===== config.mk =====
export PLATFORM = sky130hd
export DESIGN_NAME = dte_ram
export DESIGN_NICKNAME = d
export VERILOG_FILES = /design/src/sv/dte_ram.sv
export SDC_FILE = /design/constraint.sdc
export NUM_CORES = 2
export LEC_CHECK = 0
export BUFFER_PORTS_ARGS = -buffer_cell sky130_fd_sc_hd__buf_2
export CAP_MARGIN = 20
export CORE_MARGIN = 4
export CORE_UTILIZATION = 35
export CTS_CLUSTER_DIAMETER = 60
export DETAILED_ROUTE_END_ITERATION = 16
export GPL_ROUTABILITY_DRIVEN = 0
export PLACE_DENSITY_LB_ADDON = 0.25
export SYNTH_ARGS = -nofsm -noshare
export SYNTH_HDL_FRONTEND = slang
export SYNTH_SLANG_ARGS = --single-unit

===== constraint.sdc =====
create_clock -name clk -period 5.6 [get_ports clk]
set_input_delay 0.84 -clock clk [delete_from_list [all_inputs] [get_ports clk]]
set_output_delay 0.84 -clock clk [all_outputs]
set_load 0.05 [all_outputs]

===== src/sv/dte_ram.sv =====
// ----------------------------------------------------------------------------
// dte_ram
// Generic single-write, single-read memory with a registered read port.
// ----------------------------------------------------------------------------
module dte_ram #(
  parameter int WIDTH = 8,
  parameter int DEPTH = 256
) (
  input  logic                       clk,
  input  logic                       we,
  input  logic [$clog2(DEPTH)-1:0]   waddr,
  input  logic [WIDTH-1:0]           wdata,
  input  logic [$clog2(DEPTH)-1:0]   raddr,
  output logic [WIDTH-1:0]           rdata
);

  logic [WIDTH-1:0] mem [DEPTH];

  always_ff @(posedge clk) begin
    if (we) begin
      mem[waddr] <= wdata;
    end
    rdata <= mem[raddr];
  end

endmodule

=== Word-level counts from Yosys, hierarchy flattened ===
Memories as Yosys holds them, arrays and structs flattened. A register that Yosys moved wholly into a read port is not among the register bits.
Index checks and enable logic that the tools add are counted.

* Mux-type cells: 2

{| class="wikitable"
|+ Operators by type and width
! cell !! number
|-
| $mux 1 || 2
|}

* Bits in registers: 0
* Bits in writable memories: 2048
* Memories: 1

{| class="wikitable"
|+ Memories
! memory !! depth !! width !! read ports !! clocked after memory_dff !! write ports !! RTL line !! RTL
|-
| mem || 256 || 8 || 1 || 1 || 1 || 17 || <nowiki>logic [WIDTH-1:0] mem [DEPTH];</nowiki>
|}

=== Longest topological paths before layout ===
* Depth after elaboration: 2
* Gate-level depth with buffers: 11
* Mapped depth without buffers: 6

=== Worst setup path after synthesis ===
OpenSTA, ideal clock, no wires.

* Kind: input-to-reg
* From: input port raddr[0]
* To: register rdata[2], read port of mem
* Setup time: 0.131 ns
* Arrival time: 2.647 ns
* Required time: 5.469 ns
* Slack: 2.822 ns
* Cell stages on the path: 9
* Buffers on the path: 4
* Cell sequence: buf_6 buf_12 buf_8 buf_2 mux4_2 a22oi_1 a21oi_1 nor4_1 nor4_2

{| class="wikitable"
|+ RTL lines
! element !! RTL line !! RTL
|-
| start, declared || 13 || <nowiki>input logic [$clog2(DEPTH)-1:0] raddr,</nowiki>
|-
| end, declared || 14 || <nowiki>output logic [WIDTH-1:0] rdata</nowiki>
|}

==> results.py <==
metrics = {
    "routing": {
        "firstDrtPassIters": 7,
        "drt-vias-per-instance": 5.47,
        "drt_iter0_markers": 3912,
        "ant_nets": 0,
        "drc": 0,
        "num_vias": 38400,
        "drt-total-wl_um": 209000,
        "wl_per_cell_um": 29.7,
    },
    "placed_design": {
        "io_buffers": 33,
        "pre_cts_ws_ps": 978,
        "hpwlAfterDp_um": 126000,
    },
    "floorplanning": {
        "ios": 34,
        "die_h_um": 485,
        "placementRows": 174,
        "start_util": 0.353,
        "core_area_sq_mm": 0.226,
        "die_w_um": 485,
        "die_area_sq_mm": 0.235,
    },
    "grt": {
        "grt_usage": 0.176,
        "grt_pass1_vias": 39000,
        "grt_pass1_wl_um": 299000,
        "grt_max_degree": 189,
        "overflow": 0,
        "antenna_found_initial": 19,
    },
    "flow_run": {
        "cap_violations": 0,
    },
    "synth": {
        "seq_area_frac_synth": 0.775,
        "synth-seq-cells": 2056,
        "syn_avg_cell_area_sq_um": 21.3,
        "synth_fp_nets": 3759,
        "yosysUniqueCellTypes": 55,
        "syn_inst": 3733,
        "synth_ff_type": "edfxtp_1",
        "synthTopCellsByArea": "edfxtp_1, mux4_2, mux2i_1",
        "synth_edf_count": 2048,
        "yosysTopAreaCellShare": 0.773,
        "synth_warnings": 0,
        "syn_area_sq_mm": 0.0796,
        "async_flop_share": 0,
        "synth_top_cell_by_area": "edfxtp_1",
    },
    "cells_and_area": {
        "finalNetCount": 3884,
        "final_common_cell": "edfxtp_1",
        "final_cell_mix": "edfxtp_1, mux4_2, nor2_1",
        "final_core_util": 0.399,
        "drive_gt1_frac": 0.227,
        "fillers": 20100,
        "multi_input_area_sq_mm": 0.0165,
        "seq_area_sq_mm": 0.0617,
        "area_delta_synth_final_pct": 13.1,
    },
    "clock_tree": {
        "post_cts_resized": 0,
        "clk_latency_ps": 830,
        "path_clk_slew_ps": 60,
        "htree_levels": 4,
        "cts_hold_buf": 0,
        "clock_tree.buffer_depth": 3,
        "cts-root-buf": "clkbuf_16",
        "cts.sinks": 2056,
        "cts_tree": "done",
        "cts_buffers": 208,
        "cts_setup_buffers": 0,
    },
    "min_path": {
        "whs_path_depth": 1,
        "hp-class": "in2reg",
    },
    "timing": {
        "setup_viol": 0,
        "rsz0062_at_grt": "false",
        "slew_viol_final": 0,
        "setup_slack_ps": 2020,
        "skew_ps": 37.0,
        "tns_ps": 0,
        "fin_crit_ps": 3580,
        "finalCritPeriodShare": 0.639,
        "tightestPinTransition_ps": 1110,
        "slew_headroom": 0.257,
        "fmax_ghz": 0.279,
        "hold_violations": 0,
    },
    "outcome": {
        "status": "complete, no violations",
    },
    "worst_setup_path": {
        "crit_required_ps": 6350,
        "path_cells": "buf_4 -> clkinv_1 -> buf_4 -> nor2_4 -> a22oi_1 -> a21oi_1 -> nor4_1 -> nor4_2",
        "cp_slowest_stage_delay_ps": 890,
        "reg2reg_depth": 6,
        "critPathMaxFanout": 33,
        "start_kind": "input pin",
        "critPathKind": "in2reg",
        "endpoint_kind": "register",
        "crit_slowest_cell": "nor2_4",
        "crit_top_cell": "buf_4",
        "cp.arrival_ps": 4330,
    },
    "power": {
        "leakagePower_nw": 27.3,
        "ir_drop_uv": 255,
        "power_w": 0.0322,
        "p_per_area_mw_per_mm2": 357,
    },
}
[cells in the mapped netlist (13+ instances only)]
library cell and n:
edfxtp_1 2048, mux4_2 454, nor2_1 282, mux2i_1 134
a22oi_1 133, clkbuf_1 111, a21oi_1 96, o221ai_1 46
nand3_1 34, nand2_1 33, buf_2 31, nor2b_1 31
o22ai_1 28, buf_4 27, nor4_1 24, buf_1 22
nor3_1 22, buf_6 21, a211oi_1 16, a221oi_1 13
buf_8 13
[state kept, by name (all words and copies together), names as in the netlist]
name   cells
mem     2048
rdata      8
[per-stage QoR]
step	std cells	area [sq um]	hold slack [ps]
6_report	7027	90000	466
5_1_grt	7020	90000	458
4_1_cts	7015	90000	451
3_5_place_dp	6637	83300	1070
3_3_place_gp	6633	83200	1070
2_1_floorplan	3733	79600	770
[routing by layer]
metal  share of wire  up-vias  track usage
met5        0.000062        -            0
met4           0.026        2       0.0463
met3           0.062      311       0.0309
met2            0.48     1386        0.282
met1            0.43    20700        0.249
li1                -    16000            -
[final timing paths]
| path | end | slack (ps) | startpoint |
|---|---|---|---|
| setup / recovery | rdata[0] | 2020 | raddr[2] |
| setup reg to reg | rdata[5] | 2600 | mem[211][5] |
| hold reg to reg | rdata[5] | 1100 | mem[59][5] |
| hold / removal | mem[84][2] | 470 | wdata[2] |
[cell type report]
| type | count | share of cell area |
|---|---|---|
| well taps | 2992 | 0.0416 |
| inverters | 2 | 0.0000834 |
| clock inverters | 123 | 0.0137 |
| diodes | 9 | 0.000250 |
| flip-flops and latches | 2056 | 0.685 |
| repair buffers | 148 | 0.0159 |
| clock buffers | 255 | 0.0600 |
| multi-input cells | 1442 | 0.183 |
[kinds of logic after synthesis]
kind of cell,synth area share
buf+inv,0.0183
mux,0.146
compound gates,0.0342
flops,0.775
simple gates,0.0263
[worst max-delay path, delay by kind of cell]
family,cells,cell delay (ps)
and+or+nand+nor,3,1300
AOI/OAI and AO/OA,2,850
buffers and inverters,3,1230
[where the power goes]
| group | total, W | switching (W) | internal (W) | leakage (nW) |
|---|---|---|---|---|
| clock | 0.0136 | 0.00593 | 0.00766 | 3.23 |
| combinational | 0.00157 | 0.00105 | 0.000518 | 5.63 |
| sequential | 0.0170 | 0.0000349 | 0.0170 | 18.5 |
Note: power is estimated with default switching activity, not from simulation.
